**src/csfw_pkg.sv**
```systemverilog
// ----------------------------------------------------------------------------
// csfw_pkg
// Shared types and codes for the counting semaphore with a fifo wait queue.
// ----------------------------------------------------------------------------
`default_nettype none

package csfw_pkg;

  // request codes
  localparam logic OP_WAIT   = 1'b0;
  localparam logic OP_SIGNAL = 1'b1;

  // result error codes
  localparam logic [1:0] ERR_NONE = 2'd0;
  localparam logic [1:0] ERR_FULL = 2'd1;
  localparam logic [1:0] ERR_SAT  = 2'd2;

  // width of the configuration write data
  localparam int unsigned CFG_WIDTH = 8;

  typedef enum logic [1:0] {
    S_IDLE,
    S_EXEC,
    S_POP
  } csfw_state_t;

  // controller to datapath
  typedef struct packed {
    logic latch;       // capture the request beat
    logic commit;      // finish a request that needs no queue read
    logic rd_en;       // read the queue head
    logic commit_pop;  // finish a release using the head read data
  } csfw_cmd_t;

  // datapath to controller
  typedef struct packed {
    logic pop_case;    // signal with at least one waiter queued
    logic out_free;    // output register can take a result this cycle
  } csfw_sts_t;

endpackage

`default_nettype wire

```
**src/csfw_if.sv**
```systemverilog
// ----------------------------------------------------------------------------
// csfw channel interfaces
// Request, result and configuration channels, each with valid and ready.
// ----------------------------------------------------------------------------
`default_nettype none

interface csfw_in_if #(
  parameter int unsigned TID_W = 4
);
  logic             valid;
  logic             ready;
  logic             operation;
  logic [TID_W-1:0] thread_id;

  modport source (output valid, output operation, output thread_id, input ready);
  modport sink   (input valid, input operation, input thread_id, output ready);
endinterface

interface csfw_out_if #(
  parameter int unsigned TID_W = 4,
  parameter int unsigned CNT_W = 8,
  parameter int unsigned OCC_W = 5
);
  logic             valid;
  logic             ready;
  logic             granted;
  logic             released_valid;
  logic [TID_W-1:0] released_thread;
  logic [CNT_W-1:0] count_value;
  logic [OCC_W-1:0] waiting_count;
  logic [1:0]       error_code;

  modport source (
    output valid, output granted, output released_valid, output released_thread,
    output count_value, output waiting_count, output error_code, input ready
  );
  modport sink (
    input valid, input granted, input released_valid, input released_thread,
    input count_value, input waiting_count, input error_code, output ready
  );
endinterface

interface csfw_cfg_if;
  logic       valid;
  logic       ready;
  logic [7:0] data;

  modport source (output valid, output data, input ready);
  modport sink   (input valid, input data, output ready);
endinterface

`default_nettype wire

```
**src/csfw_ram.sv**
```systemverilog
// ----------------------------------------------------------------------------
// csfw_ram
// Generic single write port, single read port ram with registered read data.
// ----------------------------------------------------------------------------
`default_nettype none

module csfw_ram #(
  parameter int unsigned WIDTH = 4,
  parameter int unsigned DEPTH = 16
) (
  input  wire                     clk,
  input  wire                     we,
  input  wire [$clog2(DEPTH)-1:0] waddr,
  input  wire [WIDTH-1:0]         wdata,
  input  wire                     re,
  input  wire [$clog2(DEPTH)-1:0] raddr,
  output logic [WIDTH-1:0]        rdata
);

  logic [WIDTH-1:0] mem_r [DEPTH];

  always_ff @(posedge clk) begin
    if (we) begin
      mem_r[waddr] <= wdata;
    end
    if (re) begin
      rdata <= mem_r[raddr];
    end
  end

endmodule

`default_nettype wire

```
**src/csfw_ctrl.sv**
```systemverilog
// ----------------------------------------------------------------------------
// csfw_ctrl
// Request sequencer: capture, execute, and head read for releases.
// ----------------------------------------------------------------------------
`default_nettype none

module csfw_ctrl (
  input  wire                  clk,
  input  wire                  rst_n,
  input  wire                  in_valid,
  output logic                 in_ready,
  input  csfw_pkg::csfw_sts_t  sts,
  output csfw_pkg::csfw_cmd_t  cmd
);

  csfw_pkg::csfw_state_t state_r, state_nxt;

  always_ff @(posedge clk) begin
    if (!rst_n) begin
      state_r <= csfw_pkg::S_IDLE;
    end else begin
      state_r <= state_nxt;
    end
  end

  always_comb begin
    state_nxt = state_r;
    cmd       = '0;
    in_ready  = 1'b0;
    case (state_r)
      csfw_pkg::S_IDLE: begin
        in_ready = 1'b1;
        if (in_valid) begin
          cmd.latch = 1'b1;
          state_nxt = csfw_pkg::S_EXEC;
        end
      end
      csfw_pkg::S_EXEC: begin
        if (sts.pop_case) begin
          cmd.rd_en = 1'b1;
          state_nxt = csfw_pkg::S_POP;
        end else if (sts.out_free) begin
          cmd.commit = 1'b1;
          state_nxt  = csfw_pkg::S_IDLE;
        end
      end
      csfw_pkg::S_POP: begin
        // head data sits in the ram read register until the result is taken
        if (sts.out_free) begin
          cmd.commit_pop = 1'b1;
          state_nxt      = csfw_pkg::S_IDLE;
        end
      end
      default: begin
        state_nxt = csfw_pkg::S_IDLE;
      end
    endcase
  end

`ifndef SYNTH
  a_cmd_exclusive: assert property (@(posedge clk) disable iff (!rst_n)
    $onehot0({cmd.latch, cmd.commit, cmd.rd_en, cmd.commit_pop}))
    else $error("csfw_ctrl: more than one command at once");

  a_read_then_pop: assert property (@(posedge clk) disable iff (!rst_n)
    cmd.rd_en |=> state_r == csfw_pkg::S_POP)
    else $error("csfw_ctrl: head read not followed by release step");

  a_latch_then_exec: assert property (@(posedge clk) disable iff (!rst_n)
    cmd.latch |=> state_r == csfw_pkg::S_EXEC && !in_ready)
    else $error("csfw_ctrl: captured request not executed");
`endif

endmodule

`default_nettype wire

```
**src/csfw_dp.sv**
```systemverilog
// ----------------------------------------------------------------------------
// csfw_dp
// Semaphore count, wait queue pointers and storage, and the result register.
// ----------------------------------------------------------------------------
`default_nettype none

module csfw_dp #(
  parameter int unsigned QUEUE_DEPTH     = 16,
  parameter int unsigned THREAD_ID_WIDTH = 4,
  parameter int unsigned COUNT_WIDTH     = 8,
  localparam int unsigned IdxW = $clog2(QUEUE_DEPTH),
  localparam int unsigned OccW = $clog2(QUEUE_DEPTH + 1)
) (
  input  wire                                clk,
  input  wire                                rst_n,
  input  csfw_pkg::csfw_cmd_t                cmd,
  output csfw_pkg::csfw_sts_t                sts,
  input  wire                                in_operation,
  input  wire [THREAD_ID_WIDTH-1:0]          in_thread_id,
  input  wire                                cfg_we,
  input  wire [csfw_pkg::CFG_WIDTH-1:0]      cfg_data,
  input  wire                                out_ready,
  output logic                               out_valid,
  output logic                               out_granted,
  output logic                               out_released_valid,
  output logic [THREAD_ID_WIDTH-1:0]         out_released_thread,
  output logic [COUNT_WIDTH-1:0]             out_count_value,
  output logic [OccW-1:0]                    out_waiting_count,
  output logic [1:0]                         out_error_code
);

  localparam logic [COUNT_WIDTH-1:0] CountMax = {COUNT_WIDTH{1'b1}};
  localparam logic [OccW-1:0]        OccFull  = OccW'(QUEUE_DEPTH);
  localparam logic [IdxW-1:0]        IdxLast  = IdxW'(QUEUE_DEPTH - 1);

  function automatic logic [IdxW-1:0] next_idx(input logic [IdxW-1:0] i);
    next_idx = (i == IdxLast) ? '0 : i + IdxW'(1);
  endfunction

  // request capture
  logic                       op_r, op_nxt;
  logic [THREAD_ID_WIDTH-1:0] tid_r, tid_nxt;

  // semaphore and queue state
  logic [COUNT_WIDTH-1:0] count_r, count_nxt;
  logic [IdxW-1:0]        head_r, head_nxt;
  logic [IdxW-1:0]        tail_r, tail_nxt;
  logic [OccW-1:0]        occ_r, occ_nxt;

  // result register
  logic                       ovalid_r, ovalid_nxt;
  logic                       grant_r, grant_nxt;
  logic                       relv_r, relv_nxt;
  logic [THREAD_ID_WIDTH-1:0] relt_r, relt_nxt;
  logic [COUNT_WIDTH-1:0]     cntv_r, cntv_nxt;
  logic [OccW-1:0]            wcnt_r, wcnt_nxt;
  logic [1:0]                 err_r, err_nxt;

  logic                       ram_we;
  logic [THREAD_ID_WIDTH-1:0] ram_rdata;
  logic [COUNT_WIDTH+csfw_pkg::CFG_WIDTH-1:0] cfg_ext;

  csfw_ram #(
    .WIDTH (THREAD_ID_WIDTH),
    .DEPTH (QUEUE_DEPTH)
  ) u_store (
    .clk   (clk),
    .we    (ram_we),
    .waddr (tail_r),
    .wdata (tid_r),
    .re    (cmd.rd_en),
    .raddr (head_r),
    .rdata (ram_rdata)
  );

  assign cfg_ext      = {{COUNT_WIDTH{1'b0}}, cfg_data};
  assign sts.pop_case = (op_r == csfw_pkg::OP_SIGNAL) && (occ_r != '0);
  assign sts.out_free = !ovalid_r || out_ready;

  always_comb begin
    op_nxt     = op_r;
    tid_nxt    = tid_r;
    count_nxt  = count_r;
    head_nxt   = head_r;
    tail_nxt   = tail_r;
    occ_nxt    = occ_r;
    ram_we     = 1'b0;
    ovalid_nxt = ovalid_r && !out_ready;
    grant_nxt  = grant_r;
    relv_nxt   = relv_r;
    relt_nxt   = relt_r;
    cntv_nxt   = cntv_r;
    wcnt_nxt   = wcnt_r;
    err_nxt    = err_r;

    if (cmd.latch) begin
      op_nxt  = in_operation;
      tid_nxt = in_thread_id;
    end

    if (cmd.commit) begin
      ovalid_nxt = 1'b1;
      grant_nxt  = 1'b0;
      relv_nxt   = 1'b0;
      relt_nxt   = '0;
      err_nxt    = csfw_pkg::ERR_NONE;
      if (op_r == csfw_pkg::OP_WAIT) begin
        if (count_r != '0) begin
          count_nxt = count_r - COUNT_WIDTH'(1);
          grant_nxt = 1'b1;
        end else if (occ_r == OccFull) begin
          err_nxt = csfw_pkg::ERR_FULL;
        end else begin
          ram_we   = 1'b1;
          tail_nxt = next_idx(tail_r);
          occ_nxt  = occ_r + OccW'(1);
        end
      end else begin
        // signal with nobody waiting
        if (count_r == CountMax) begin
          err_nxt = csfw_pkg::ERR_SAT;
        end else begin
          count_nxt = count_r + COUNT_WIDTH'(1);
        end
      end
      cntv_nxt = count_nxt;
      wcnt_nxt = occ_nxt;
    end

    if (cmd.commit_pop) begin
      ovalid_nxt = 1'b1;
      grant_nxt  = 1'b0;
      relv_nxt   = 1'b1;
      relt_nxt   = ram_rdata;
      err_nxt    = csfw_pkg::ERR_NONE;
      head_nxt   = next_idx(head_r);
      occ_nxt    = occ_r - OccW'(1);
      cntv_nxt   = count_r;
      wcnt_nxt   = occ_nxt;
    end

    // register write loads the semaphore count from the write data and empties the queue
    if (cfg_we) begin
      count_nxt = cfg_ext[COUNT_WIDTH-1:0];
      head_nxt  = '0;
      tail_nxt  = '0;
      occ_nxt   = '0;
    end
  end

  always_ff @(posedge clk) begin
    if (!rst_n) begin
      count_r  <= '0;
      head_r   <= '0;
      tail_r   <= '0;
      occ_r    <= '0;
      ovalid_r <= 1'b0;
    end else begin
      count_r  <= count_nxt;
      head_r   <= head_nxt;
      tail_r   <= tail_nxt;
      occ_r    <= occ_nxt;
      ovalid_r <= ovalid_nxt;
    end
  end

  always_ff @(posedge clk) begin
    op_r   <= op_nxt;
    tid_r  <= tid_nxt;
    grant_r <= grant_nxt;
    relv_r <= relv_nxt;
    relt_r <= relt_nxt;
    cntv_r <= cntv_nxt;
    wcnt_r <= wcnt_nxt;
    err_r  <= err_nxt;
  end

  assign out_valid           = ovalid_r;
  assign out_granted         = grant_r;
  assign out_released_valid  = relv_r;
  assign out_released_thread = relt_r;
  assign out_count_value     = cntv_r;
  assign out_waiting_count   = wcnt_r;
  assign out_error_code      = err_r;

`ifndef SYNTH
  a_occ_bound: assert property (@(posedge clk) disable iff (!rst_n)
    occ_r <= OccFull)
    else $error("csfw_dp: queue occupancy beyond depth");

  a_pop_shrinks: assert property (@(posedge clk) disable iff (!rst_n)
    cmd.commit_pop && !cfg_we |=> occ_r == $past(occ_r) - OccW'(1))
    else $error("csfw_dp: release did not remove one waiter");

  a_grant_clean: assert property (@(posedge clk) disable iff (!rst_n)
    ovalid_r && grant_r |-> !relv_r && err_r == csfw_pkg::ERR_NONE)
    else $error("csfw_dp: granted result carries release or error");

  a_relt_zero: assert property (@(posedge clk) disable iff (!rst_n)
    ovalid_r && !relv_r |-> relt_r == '0)
    else $error("csfw_dp: released thread set with no release");
`endif

endmodule

`default_nettype wire

```
**src/counting_semaphore_fifo_waiters_core.sv**
```systemverilog
// ----------------------------------------------------------------------------
// counting_semaphore_fifo_waiters_core
// Counting semaphore with a first-in first-out queue of blocked thread ids.
// ----------------------------------------------------------------------------
//  channel   direction  beat payload
//  in_if     sink       operation, thread_id
//  out_if    source     granted, released_valid, released_thread, count_value,
//                       waiting_count, error_code
//  cfg_if    sink       data (initial_count), always ready
//
//  an accepted request is captured, then executed into the result register; a
//  signal that wakes a queued thread first does a registered read of the
//  waiter ram at the queue head. the next request is accepted in the cycle after
//  the result is loaded, while that result may still wait on out_if.ready.
//  a full result register stalls the request in flight. reset (rst_n low,
//  synchronous) zeroes the count and empties the queue; no clearing pass.
// ----------------------------------------------------------------------------
`default_nettype none

module counting_semaphore_fifo_waiters_core #(
  parameter int unsigned QUEUE_DEPTH     = 16,
  parameter int unsigned THREAD_ID_WIDTH = 4,
  parameter int unsigned COUNT_WIDTH     = 8
) (
  input  wire         clk,
  input  wire         rst_n,
  csfw_in_if.sink     in_if,
  csfw_out_if.source  out_if,
  csfw_cfg_if.sink    cfg_if
);

  localparam int unsigned OccW = $clog2(QUEUE_DEPTH + 1);

  csfw_pkg::csfw_cmd_t cmd;
  csfw_pkg::csfw_sts_t sts;

  logic                       in_ready;
  logic                       out_valid;
  logic                       out_granted;
  logic                       out_released_valid;
  logic [THREAD_ID_WIDTH-1:0] out_released_thread;
  logic [COUNT_WIDTH-1:0]     out_count_value;
  logic [OccW-1:0]            out_waiting_count;
  logic [1:0]                 out_error_code;

  assign cfg_if.ready = 1'b1;
  assign in_if.ready  = in_ready;

  assign out_if.valid           = out_valid;
  assign out_if.granted         = out_granted;
  assign out_if.released_valid  = out_released_valid;
  assign out_if.released_thread = out_released_thread;
  assign out_if.count_value     = out_count_value;
  assign out_if.waiting_count   = out_waiting_count;
  assign out_if.error_code      = out_error_code;

  csfw_ctrl u_ctrl (
    .clk      (clk),
    .rst_n    (rst_n),
    .in_valid (in_if.valid),
    .in_ready (in_ready),
    .sts      (sts),
    .cmd      (cmd)
  );

  csfw_dp #(
    .QUEUE_DEPTH     (QUEUE_DEPTH),
    .THREAD_ID_WIDTH (THREAD_ID_WIDTH),
    .COUNT_WIDTH     (COUNT_WIDTH)
  ) u_dp (
    .clk                 (clk),
    .rst_n               (rst_n),
    .cmd                 (cmd),
    .sts                 (sts),
    .in_operation        (in_if.operation),
    .in_thread_id        (in_if.thread_id),
    .cfg_we              (cfg_if.valid),
    .cfg_data            (cfg_if.data),
    .out_ready           (out_if.ready),
    .out_valid           (out_valid),
    .out_granted         (out_granted),
    .out_released_valid  (out_released_valid),
    .out_released_thread (out_released_thread),
    .out_count_value     (out_count_value),
    .out_waiting_count   (out_waiting_count),
    .out_error_code      (out_error_code)
  );

endmodule

`default_nettype wire
```
**src/flat_wrapper.sv**
```systemverilog
// flat-port wrapper written by rule: the top's interface ports become plain ports
module counting_semaphore_fifo_waiters_core_flat 
#(
  parameter int unsigned QUEUE_DEPTH     = 16,
  parameter int unsigned THREAD_ID_WIDTH = 4,
  parameter int unsigned COUNT_WIDTH     = 8
)
  (clk, rst_n, in_if_valid, in_if_operation, in_if_thread_id, in_if_ready, out_if_valid, out_if_granted, out_if_released_valid, out_if_released_thread, out_if_count_value, out_if_waiting_count, out_if_error_code, out_if_ready, cfg_if_valid, cfg_if_data, cfg_if_ready);
  csfw_in_if in_if_i ();
  csfw_out_if out_if_i ();
  csfw_cfg_if cfg_if_i ();
  input  wire clk;
  input  wire rst_n;
  input wire logic [$bits(in_if_i.valid)-1:0] in_if_valid;
  input wire logic [$bits(in_if_i.operation)-1:0] in_if_operation;
  input wire logic [$bits(in_if_i.thread_id)-1:0] in_if_thread_id;
  output wire logic [$bits(in_if_i.ready)-1:0] in_if_ready;
  output wire logic [$bits(out_if_i.valid)-1:0] out_if_valid;
  output wire logic [$bits(out_if_i.granted)-1:0] out_if_granted;
  output wire logic [$bits(out_if_i.released_valid)-1:0] out_if_released_valid;
  output wire logic [$bits(out_if_i.released_thread)-1:0] out_if_released_thread;
  output wire logic [$bits(out_if_i.count_value)-1:0] out_if_count_value;
  output wire logic [$bits(out_if_i.waiting_count)-1:0] out_if_waiting_count;
  output wire logic [$bits(out_if_i.error_code)-1:0] out_if_error_code;
  input wire logic [$bits(out_if_i.ready)-1:0] out_if_ready;
  input wire logic [$bits(cfg_if_i.valid)-1:0] cfg_if_valid;
  input wire logic [$bits(cfg_if_i.data)-1:0] cfg_if_data;
  output wire logic [$bits(cfg_if_i.ready)-1:0] cfg_if_ready;
  assign in_if_i.valid = in_if_valid;
  assign in_if_i.operation = in_if_operation;
  assign in_if_i.thread_id = in_if_thread_id;
  assign in_if_ready = in_if_i.ready;
  assign out_if_valid = out_if_i.valid;
  assign out_if_granted = out_if_i.granted;
  assign out_if_released_valid = out_if_i.released_valid;
  assign out_if_released_thread = out_if_i.released_thread;
  assign out_if_count_value = out_if_i.count_value;
  assign out_if_waiting_count = out_if_i.waiting_count;
  assign out_if_error_code = out_if_i.error_code;
  assign out_if_i.ready = out_if_ready;
  assign cfg_if_i.valid = cfg_if_valid;
  assign cfg_if_i.data = cfg_if_data;
  assign cfg_if_ready = cfg_if_i.ready;
  counting_semaphore_fifo_waiters_core #(.QUEUE_DEPTH(QUEUE_DEPTH), .THREAD_ID_WIDTH(THREAD_ID_WIDTH), .COUNT_WIDTH(COUNT_WIDTH)) u_core (.clk(clk), .rst_n(rst_n), .in_if(in_if_i), .out_if(out_if_i), .cfg_if(cfg_if_i));
endmodule
```
**config.mk**
```make
export PLATFORM = sky130hd
export DESIGN_NAME = counting_semaphore_fifo_waiters_core_flat
export DESIGN_NICKNAME = d
export VERILOG_FILES = /design/src/csfw_pkg.sv /design/src/csfw_if.sv /design/src/csfw_ram.sv /design/src/csfw_ctrl.sv /design/src/csfw_dp.sv /design/src/counting_semaphore_fifo_waiters_core.sv /design/src/flat_wrapper.sv
export SDC_FILE = /design/constraint.sdc
export NUM_CORES = 1
export LEC_CHECK = 0
export ABC_AREA = 0
export BUFFER_PORTS_ARGS = -buffer_cell sky130_fd_sc_hd__buf_2
export CAP_MARGIN = 0
export CELL_PAD_IN_SITES_DETAIL_PLACEMENT = 1
export CELL_PAD_IN_SITES_GLOBAL_PLACEMENT = 1
export CORE_ASPECT_RATIO = 0.9
export CORE_MARGIN = 2
export CORE_UTILIZATION = 49
export CTS_CLUSTER_SIZE = 28
export DETAILED_ROUTE_END_ITERATION = 16
export PLACE_DENSITY_LB_ADDON = 0.1
export SLEW_MARGIN = 20
export SYNTH_ARGS = -nofsm -noshare
export SYNTH_HDL_FRONTEND = slang
export SYNTH_SLANG_ARGS = --single-unit
```
**constraint.sdc**
```tcl
create_clock -name clk -period 3.18 [get_ports clk]
set_input_delay 0 -clock clk [delete_from_list [all_inputs] [get_ports clk]]
set_output_delay 0 -clock clk [all_outputs]
set_load 0.01 [all_outputs]
```
==> results of run 1 <==
-- through the flow --
step                setup WS (ps)  total power, uW  utilization, %
finish                      145.5             3844           60.68
global route                24.77             3960           60.68
CTS                         54.19             3868           60.52
detailed placement          127.6             1984           53.47
global placement            345.7             1978           53.47
floorplan                   388.0             1889               -
-- cell families after synthesis --
family / Yosys count / share of synthesized area (%)
buf+inv: 43 / 3.141
mux: 27 / 8.778
xor+xnor: 12 / 1.940
compound gates: 90 / 11.11
fa+ha+maj: 9 / 2.079
simple gates: 134 / 12.64
other cells: 1 / 0.06923
flops: 118 / 60.24
-- report_power, final --
group	internal, uW	total, uW	switching (uW)
logic	107	248	141
registers	1690	1730	36.0
clock network	1110	1870	763
total	2900	3840	940
-- cell type report --
| class | instances | area [um2] |
|---|---|---|
| fillers | 1070 | 4250 |
| flip-flops and latches | 118 | 3263 |
| multi-input cells | 273 | 2003 |
| repair buffers | 74 | 500.5 |
| clock buffers | 17 | 425.4 |
| well taps | 133 | 166.4 |
| clock inverters | 15 | 156.4 |
| inverters | 12 | 45.04 |
-- cells in the mapped netlist, types with 3 or more instances --
| cell | count |
|---|---|
| buf_1 | 3 |
| xor2_1 | 6 |
| clkbuf_1 | 23 |
| nor2_1 | 38 |
| nand3_1 | 13 |
| mux2_2 | 4 |
| dfxtp_1 | 28 |
| nand2_1 | 29 |
| a22o_1 | 5 |
| a21oi_1 | 25 |
| and3_1 | 7 |
| buf_2 | 3 |
| o22ai_1 | 4 |
| o211a_1 | 4 |
| mux4_2 | 16 |
| o211ai_1 | 4 |
| nor3_1 | 10 |
| o21a_1 | 3 |
| nor2b_1 | 10 |
| and4_1 | 3 |
| a31oi_1 | 4 |
| inv_1 | 12 |
| edfxtp_1 | 90 |
| mux2i_1 | 7 |
| xnor2_1 | 6 |
| nand2b_1 | 5 |
| nand4_1 | 4 |
| o21ai_0 | 15 |
| ha_1 | 9 |
| a211oi_1 | 6 |
-- routing by layer --
layer / share of wire [%] / vias to the layer above
met4: 2.0 / 0
met5: 0 / -
met1: 45 / 1899
li1: - / 1774
met2: 46 / 114
met3: 6.1 / 23
-- state kept, by name, summed over array words and instances, names as in the netlist --
register and count:
u_core.u_dp.out_count_value 8, u_core.u_dp.head_r 4, u_core.u_ctrl.state_r 2, u_core.u_dp.out_waiting_count 5
u_core.u_dp.occ_r 5, u_core.u_dp.op_r 1, u_core.u_dp.u_store.rdata 4, u_core.u_dp.out_released_thread 4
u_core.u_dp.out_valid 1, u_core.u_dp.u_store.mem_r 64, u_core.u_dp.out_granted 1, u_core.u_dp.tid_r 4
u_core.u_dp.count_r 8, u_core.u_dp.out_released_valid 1, u_core.u_dp.tail_r 4, u_core.u_dp.out_error_code 2
-- worst min path at each step --
| stage | from | endpoint | cells past startpoint |
|---|---|---|---|
| after floorplan | in_if_operation | u_core.u_dp.op_r$_DFFE_PP_ | 0 |
| after global routing | cfg_if_data[1] | u_core.u_dp.count_r[1]$_SDFFE_PN0P_ | 4 |
| after detailed placement | in_if_thread_id[3] | u_core.u_dp.tid_r[3]$_DFFE_PP_ | 1 |
| after global placement | in_if_thread_id[0] | u_core.u_dp.tid_r[0]$_DFFE_PP_ | 1 |
| after CTS | cfg_if_data[1] | u_core.u_dp.count_r[1]$_SDFFE_PN0P_ | 4 |
| final | cfg_if_data[1] | u_core.u_dp.count_r[1]$_SDFFE_PN0P_ | 4 |
-- worst max-delay path: cells and delay by family (launching register included) --
family	cells	cell delay, ps
AO/OA/AOI/OAI	3	780
AND/OR/NAND/NOR	2	930
adder cells (fa/ha/maj)	1	210
buffers and inverters	2	660
flip-flops	1	350
-- what timing repair did --
item,in CTS,in global routing
setup endpoints to repair,0,13
hold endpoints to repair,13,0
hold buffers,18,0
gates resized for setup,0,4
==> results.yml, run 1 <==
status:
  status: "complete, no violations"
sta:
  fin_skew_ps: 11.34
  tightestPinTransition_ps: 966.6
  rsz0062_at_grt: "false"
  holdWs_ps: 38.78
  slew_viol_final: 0
  post-route-period-util_pct: 95.42
  slew_headroom_pct: 35.49
  max_freq_ghz: 0.3295
  timing.setup.tns_ps: 0
  hold_viol_final: 0
  fin_crit_ps: 3035
  setup_violations: 0
clock_tree:
  worstSkewPairLatency_ps: 420
  ctsHtreeMaxLevel: 4
  clock_path_buffers: 2
  cts.sinks: 118
  tritoncts: "done"
  cts.clk_slew.worst_paths_ps: 60
  cts_setup_buffers: 0
  numCtsBuffers: 17
  cts-root-buf: "clkbuf_16"
critical_path:
  cp-start-kind: "flop"
  worst_setup_path_end_kind: "flop"
  worstPathArrival_ps: 3340
  critPathKind: "reg -> reg"
  rrSetupSlack_ps: 150
  worstReg2RegEnd: "u_core.u_dp.count_r[2]$_SDFFE_PN0P_"
  critical-path-max-stage-delay_ps: 650
  cp_max_fo: 6
  ff2ff_path_depth: 8
  crit_chain: "inv_1 -> ha_1 -> or4b_2 -> a311o_1 -> nor2_2 -> o31ai_1 -> a22o_1 -> dlygate4sd3_1"
  r2r-start: "u_core.u_dp.occ_r[0]$_SDFFE_PP0P_"
  startpoint: "u_core.u_dp.occ_r[0]$_SDFFE_PP0P_"
  slowest_stage: "or4b_2"
  worstPathRequired_ps: 3480
  endpoint: "u_core.u_dp.count_r[2]$_SDFFE_PN0P_"
min_path:
  worst_hold_path_type: "in -> reg"
synthesis:
  synth_top_area_share_pct: 49.90
  async_reset_ff_share_pct: 0
  syn_nets: 461
  synth_area_um2: 5416
  synth_area_per_cell_um2: 12.48
  synth-edff-count: 90
  postSynthCellCount: 434
  yosysWarnings: 0
  ys.flop_type: "edfxtp_1"
  ys_seq_area_share_pct: 60.24
  synth_area_leaders: "edfxtp_1, dfxtp_1, mux4_2"
  ys_types: 58
  ys_ff_latch: 118
  synth.largest_area_cell: "edfxtp_1"
finish:
  most-common-layout-cells: "edfxtp_1, buf_2, nor2_1, nand2_1, dfxtp_1"
  final_cell_count_no_fill: 642
  drive_gt1_share_pct: 23.58
  final_common_cell: "edfxtp_1"
  n_antenna_cell: 0
  design_area_um2: 6560
  final_nets: 523
  synthToLayoutAreaGrowth_pct: 21.11
routing:
  vias_per_cell: 5.935
  first_iter_violations: 226
  ant_nets: 0
  vias: 3810
  totalWireLength_mm: 13.92
  drc: 0
  drtPass1Iterations: 4
  wl_per_cell_um: 21.68
placement:
  gp_congestion: 0.9089
  dp_cells: 592
  dp_hpwl_mm: 9.516
  numPortBuffers: 40
  postPlaceCellArea_um2: 5781
die:
  core_um2: 10810
  start_util_pct: 50.10
  die_h_um: 103.7
  rows: 36
  die_w_um: 114.8
  die_area_um2: 11910
  ios: 42
global_routing:
  grt_pass1_vias: 4015
  grt_max_degree: 21
  met1_usage_pct: 36.83
  busiest_layer: "met2"
  overflow: 0
  use_met3_pct: 5.032
  grt_pass1_wl_mm: 22.11
  grtUsageMet2_pct: 36.94
  track_usage_pct: 25.08
  antenna_found_initial: 0
power:
  power_density_nw_per_um2: 586.0
  ir_drop_mv: 0.6297
  p_leak_uw: 0.002389
flow_run:
  maxCapViolations: 0
Power figures use the tool's default switching activity.
==> run 2: changes to the inputs <==
--- a/config.mk
+++ b/config.mk
@@ -11,8 +11,8 @@
 export CELL_PAD_IN_SITES_DETAIL_PLACEMENT = 1
 export CELL_PAD_IN_SITES_GLOBAL_PLACEMENT = 1
 export CORE_ASPECT_RATIO = 0.9
-export CORE_MARGIN = 2
 export CORE_UTILIZATION = 49
+export CTS_CLUSTER_DIAMETER = 200
 export CTS_CLUSTER_SIZE = 28
 export DETAILED_ROUTE_END_ITERATION = 16
 export PLACE_DENSITY_LB_ADDON = 0.1
==> results.yml, run 2 (same netlist as run 1, synthesis figures left out) <==
finish:
  synthToLayoutAreaGrowth_pct: 20.35
  final_common_cell: "edfxtp_1"
  most-common-layout-cells: "edfxtp_1, buf_2, nor2_1, nand2_1, dfxtp_1"
  final_core_util_pct: 60.30
  final_nets: 521
  largest_reg_flops: 64
  n_fill_cell: 1096
  top_register: "u_core.u_dp.u_store.mem_r"
  drive_gt1_share_pct: 23.08
  n_antenna_cell: 0
  design_area_um2: 6519
clock_tree:
  cts-root-buf: "clkbuf_16"
  cts_setup_buffers: 0
  worstSkewPairLatency_ps: 430
  tritoncts: "done"
  ctsHtreeMaxLevel: 4
  cts.clk_slew.worst_paths_ps: 60
  numCtsBuffers: 17
  clock_path_buffers: 2
  cts.sinks: 118
flow_run:
  maxCapViolations: 0
critical_path:
  critPathKind: "reg -> reg"
  r2r-start: "u_core.u_dp.occ_r[1]$_SDFFE_PP0P_"
  slowest_stage: "or4b_2"
  worst_setup_path_end_kind: "flop"
  rrSetupSlack_ps: 140
  worstPathArrival_ps: 3400
  endpoint: "u_core.u_dp.count_r[5]$_SDFFE_PN0P_"
  critical-path-max-stage-delay_ps: 650
  worstReg2RegEnd: "u_core.u_dp.count_r[5]$_SDFFE_PN0P_"
  cp-start-kind: "flop"
  crit_chain: "inv_1 -> ha_1 -> or4b_2 -> a211o_1 -> nor2_1 -> a22o_1 -> dlygate4sd3_1"
  cp_top_family: "simple AND/OR/NAND/NOR gates"
  ff2ff_path_depth: 7
  worstPathRequired_ps: 3540
  critPathBufInv: 2
  worstSetupPathDepth: 7
  startpoint: "u_core.u_dp.occ_r[1]$_SDFFE_PP0P_"
  cp_max_fo: 14
routing:
  drtPass1Iterations: 4
  ant_nets: 0
  totalWireLength_mm: 14.07
  wl_per_cell_um: 21.98
  drc: 0
  wl_met1_mm: 6.302
  vias: 3863
  wl_met2_mm: 6.793
  vias_per_cell: 6.036
  first_iter_violations: 190
  top_layer_used: "met4"
  met3_length_um: 736
min_path:
  worst_hold_path_type: "in -> reg"
sta:
  tightestPinTransition_ps: 809.3
  fin_skew_ps: 11.72
  fin_crit_ps: 3035
  post-route-period-util_pct: 95.45
  slew_viol_final: 0
  timing.setup.tns_ps: 0
  slew_headroom_pct: 45.97
  setup_violations: 0
  max_freq_ghz: 0.3295
  hold_viol_final: 0
  rsz0062_at_grt: "false"
placement:
  postPlaceCellArea_um2: 5778
  numPortBuffers: 40
  gp_congestion: 0.8554
  dp_hpwl_mm: 9.716
global_routing:
  antenna_found_initial: 0
  track_usage_pct: 26.27
  grt_max_degree: 20
  grt_pass1_wl_mm: 21.65
  grt_pass1_vias: 3911
  overflow: 0
die:
  core_um2: 10810
  die_area_um2: 11480
  ios: 42
  die_w_um: 112.8
  start_util_pct: 50.10
  die_h_um: 101.7
  rows: 36
power:
  swShare_pct: 24.41
  power_uw: 3819
  ir_drop_mv: 0.4624
  pwr-share-clk_pct: 48.3
  internal-power_uw: 2887
  comb_power_share_pct: 6.5
  seqPwrFrac_pct: 45.2
  p_leak_uw: 0.002358
  power_density_nw_per_um2: 585.8
  p_sw_uw: 932.1
status:
  status: "complete, no violations"
-- run 2: changes by cell type in the layout (fill, tap and decap cells not counted), sizes merged --
cell | previous run | this run
clkinv | 4 | 2
clkinvlp | 1 | 5
dlygate4sd3 | 18 | 16
inv | 21 | 19
-- run 2: layout make-up --
| cell class | count | area [um2] | share of cell area (%) |
|---|---|---|---|
| timing repair buffer | 72 | 480.5 | 7.370 |
| clock buffer | 17 | 425.4 | 6.526 |
| tap | 133 | 166.4 | 2.553 |
| clock inverter | 15 | 145.1 | 2.226 |
| inverter | 12 | 45.04 | 0.6910 |
| sequential | 118 | 3263 | 50.06 |
| multi-input combinational | 273 | 1993 | 30.58 |
-- run 2: routing by layer --
metal | up-vias | global-route usage (%)
li1 | 1770 | -
met1 | 1973 | 34.26
met2 | 101 | 41.41
met3 | 19 | 8.618
met4 | 0 | 9.641
met5 | - | 0
-- run 2: through the flow --
step | cells | setup slack (ps) | hold WS [ps]
6_report | 640 | 144.8 | 14.90
5_1_grt | 640 | 12.70 | 26.16
4_1_cts | 640 | 54.47 | 5.425
3_5_place_dp | 592 | 119.3 | 179.1
3_3_place_gp | 592 | 283.0 | 178.2
2_1_floorplan | 434 | 388.0 | 98.87
-- run 2: power groups by stage --
| stage | logic (uW) | clock network, uW | registers [uW] |
|---|---|---|---|
| finish | 250 | 1840 | 1720 |
| global route | 269 | 1920 | 1730 |
| CTS | 246 | 1860 | 1720 |
| detailed placement | 228 | 0 | 1760 |
| global placement | 222 | 0 | 1760 |
| floorplan | 138 | 0 | 1750 |
-- run 2: timing repair --
item,CTS,global route
endpoints found under the setup margin,0,8
endpoints found under the hold margin,13,0
gates resized for setup,0,2
hold buffers,16,0
-- run 2: how the worst min path moves through the flow --
stage                       start                                     to  slack [ps]  depth (start not counted)
4_1_cts            cfg_if_data[1]    u_core.u_dp.count_r[1]$_SDFFE_PN0P_           5                          4
5_1_grt            cfg_if_data[1]    u_core.u_dp.count_r[1]$_SDFFE_PN0P_          30                          4
3_3_place_gp   in_if_thread_id[1]         u_core.u_dp.tid_r[1]$_DFFE_PP_         180                          1
3_5_place_dp   in_if_thread_id[0]         u_core.u_dp.tid_r[0]$_DFFE_PP_         180                          1
2_1_floorplan     in_if_operation             u_core.u_dp.op_r$_DFFE_PP_         100                          0
6_report              in_if_valid  u_core.u_ctrl.state_r[0]$_SDFFE_PN0P_          10                          4
-- run 2: worst reg2reg max path: cells and delay by family (launching register included) --
family | cells | cell delay, ps
flops | 1 | 380
simple gates | 2 | 970
buf+inv | 2 | 660
fa+ha+maj | 1 | 210
compound gates | 2 | 760
==> run 3: changes to the inputs <==
--- a/config.mk
+++ b/config.mk
@@ -15,8 +15,11 @@
 export CTS_CLUSTER_DIAMETER = 200
 export CTS_CLUSTER_SIZE = 28
 export DETAILED_ROUTE_END_ITERATION = 16
+export GPL_TIMING_DRIVEN = 0
+export MAX_ROUTING_LAYER = met4
 export PLACE_DENSITY_LB_ADDON = 0.1
 export SLEW_MARGIN = 20
 export SYNTH_ARGS = -nofsm -noshare
 export SYNTH_HDL_FRONTEND = slang
+export SYNTH_HIERARCHICAL = 1
 export SYNTH_SLANG_ARGS = --single-unit
==> results.yml, run 3 <==
finish:
  final_cell_count_no_fill: 649
  final_nets: 527
  most-common-layout-cells: "edfxtp_1, buf_2, dfxtp_1, nor2_1, nand2_1"
  n_fill_cell: 1087
  final_core_util_pct: 61.82
  final_common_cell: "edfxtp_1"
  largest_reg_flops: 64
  n_antenna_cell: 0
  synthToLayoutAreaGrowth_pct: 22.47
  drive_gt1_share_pct: 22.09
  top_register: "u_core/u_dp/u_store/mem_r"
critical_path:
  worstPathArrival_ps: 3060
  worst_setup_path_end_kind: "flop"
  slowest_stage: "or3b_4"
  cp_max_fo: 6
  critPathKind: "reg -> reg"
  crit_chain: "inv_1 -> ha_1 -> nor3b_2 -> a21boi_1 -> nor4bb_4 -> inv_2 -> nor4_4 -> or3b_4 -> nor2_2"
  critical-path-max-stage-delay_ps: 500
  worstPathRequired_ps: 3260
  cp-start-kind: "flop"
power:
  ir_drop_mv: 0.4755
  swShare_pct: 22.61
  power_uw: 3799
  p_sw_uw: 859.0
  pwr-share-clk_pct: 47.8
  power_density_nw_per_um2: 568.4
  seqPwrFrac_pct: 45.4
  internal-power_uw: 2940
  comb_power_share_pct: 6.7
  p_leak_uw: 0.002274
routing:
  vias_per_cell: 6.105
  vias: 3962
  drc: 0
  ant_nets: 0
  first_iter_violations: 179
  totalWireLength_mm: 14.27
  drtPass1Iterations: 6
  wl_per_cell_um: 21.99
synthesis:
  yosysWarnings: 6
  ys_seq_area_share_pct: 59.80
  yosys.cell_count.top_type: "edfxtp_1"
  ys_ff_latch: 118
  synth_top_area_share_pct: 49.53
  synth.largest_area_cell: "edfxtp_1"
  syn_nets: 449
  ys.flop_type: "edfxtp_1"
  synth_commonest_cells: "edfxtp_1, nor2_1, dfxtp_1"
  synth-edff-count: 90
  async_reset_ff_share_pct: 0
  synth_area_leaders: "edfxtp_1, dfxtp_1, mux4_1"
  synth_area_per_cell_um2: 12.84
  postSynthCellCount: 425
  synth_area_um2: 5456
  ys_types: 65
placement:
  numPortBuffers: 40
  gp_congestion: 0.8687
  dpl_worst_slack_ps: -1059
  dp_hpwl_mm: 9.768
  dp_cells: 598
global_routing:
  antenna_found_initial: 0
  grt_pass1_vias: 3885
  grt_pass1_wl_mm: 21.56
  overflow: 0
  track_usage_pct: 26.85
  grt_max_degree: 20
status:
  status: "complete, no violations"
sta:
  tightestPinTransition_ps: 1012
  setup_violations: 0
  hold_viol_final: 0
  fin_skew_ps: 13.74
  slew_viol_final: 0
  max_freq_ghz: 0.3357
  slew_headroom_pct: 31.95
  timing.final.ws_setup_ps: 201.1
  fin_crit_ps: 2979
  post-route-period-util_pct: 93.68
clock_tree:
  cts-root-buf: "clkbuf_16"
  numCtsBuffers: 17
  cts.clk_slew.worst_paths_ps: 50
  cts.sinks: 118
  worstSkewPairLatency_ps: 420
  ctsHtreeMaxLevel: 4
  tritoncts: "done"
  clock_path_buffers: 2
flow_run:
  maxCapViolations: 0
min_path:
  worst_hold_path_type: "in -> reg"
die:
  rows: 36
  die_area_um2: 11560
  die_w_um: 113.2
  die_h_um: 102.1
  ios: 42
  core_um2: 10810
  start_util_pct: 50.47
-- run 3: changes by cell type after synthesis, sizes merged, moves of 5 or more --
cell,before,now
nor2b,10,4
a22o,5,0
nand2,29,24
a21oi,25,16
clkbuf,24,19
a31oi,4,10
and3,7,2
-- run 3: logic make-up after synthesis --
logic type / Yosys count / synth area share (%)
other: 1 / 0.06873
AO/OA/AOI/OAI: 88 / 10.85
flip-flops: 118 / 59.80
multiplexers: 25 / 9.241
buffers and inverters: 39 / 3.485
XOR/XNOR: 7 / 1.124
AND/OR/NAND/NOR: 141 / 14.06
adder cells (fa/ha/maj): 6 / 1.376
-- run 3: final cells by class --
class                      instances  area (um2)  area share [%]
buffer                            25       140.1           2.097
clock buffer                      19       432.9           6.478
clock inverter                    13       132.6           1.985
inverter                          13       48.80          0.7302
multi-input combinational        268        2113           31.62
sequential                       118        3263           48.83
tap                              133       166.4           2.490
timing repair buffer              60       385.4           5.767
-- run 3: power groups by stage --
stage | Combinational [uW] | Clock, uW | Sequential, uW
after CTS | 251 | 1840 | 1730
after global placement | 224 | 0 | 1750
after detailed placement | 231 | 0 | 1760
after global routing | 276 | 1890 | 1730
after floorplan | 143 | 0 | 1750
final | 256 | 1820 | 1730
-- run 3: per-layer routing --
layer	part of all wire (%)	global-route usage [%]
met5	0	-
met4	0.90	9.514
met3	4.6	6.287
met2	45	39.31
met1	49	36.81
-- run 3: critical path: cells and delay by family (launching register included) --
| family | cells | cell delay (ps) |
|---|---|---|
| AOI/OAI and AO/OA | 1 | 160 |
| adders and majority gates | 1 | 220 |
| and+or+nand+nor | 5 | 1680 |
| buffers and inverters | 2 | 220 |
| DFF | 1 | 360 |
-- run 3: worst paths after layout --
| check | startpoint | endpoint | slack (ps) | cells past startpoint |
|---|---|---|---|---|
| min reg2reg | u_core/u_dp/out_released_valid$_SDFFE_PP1P_ | u_core/u_dp/out_released_valid$_SDFFE_PP1P_ | 450 | 1 |
| max reg2reg | u_core/u_dp/occ_r[0]$_SDFFE_PP0P_ | u_core/u_dp/u_store/mem_r[3][0]$_DFFE_PP_ | 200 | 9 |
| min | out_if_ready | u_core/u_dp/out_valid$_SDFF_PN0_ | 50 | 3 |
| max | u_core/u_dp/occ_r[0]$_SDFFE_PP0P_ | u_core/u_dp/u_store/mem_r[3][0]$_DFFE_PP_ | 200 | 9 |
-- run 3: timing repair --
action                     4_1_cts  5_1_grt
setup endpoints to repair       94       64
hold buffers                    14        0
pin swaps                        3        4
buffers inserted                 4        2
resized for setup               15       14
hold endpoints to repair        13        0
-- run 3: metrics by stage --
stage	area [um2]	hold slack, ps	TNS (ps)
final	6683	45.25	0
after global routing	6683	60.52	-53.22
after CTS	6621	27.55	0
after detailed placement	5834	178.4	-65630
after global placement	5834	176.3	-59340
after floorplan	5468	98.87	0
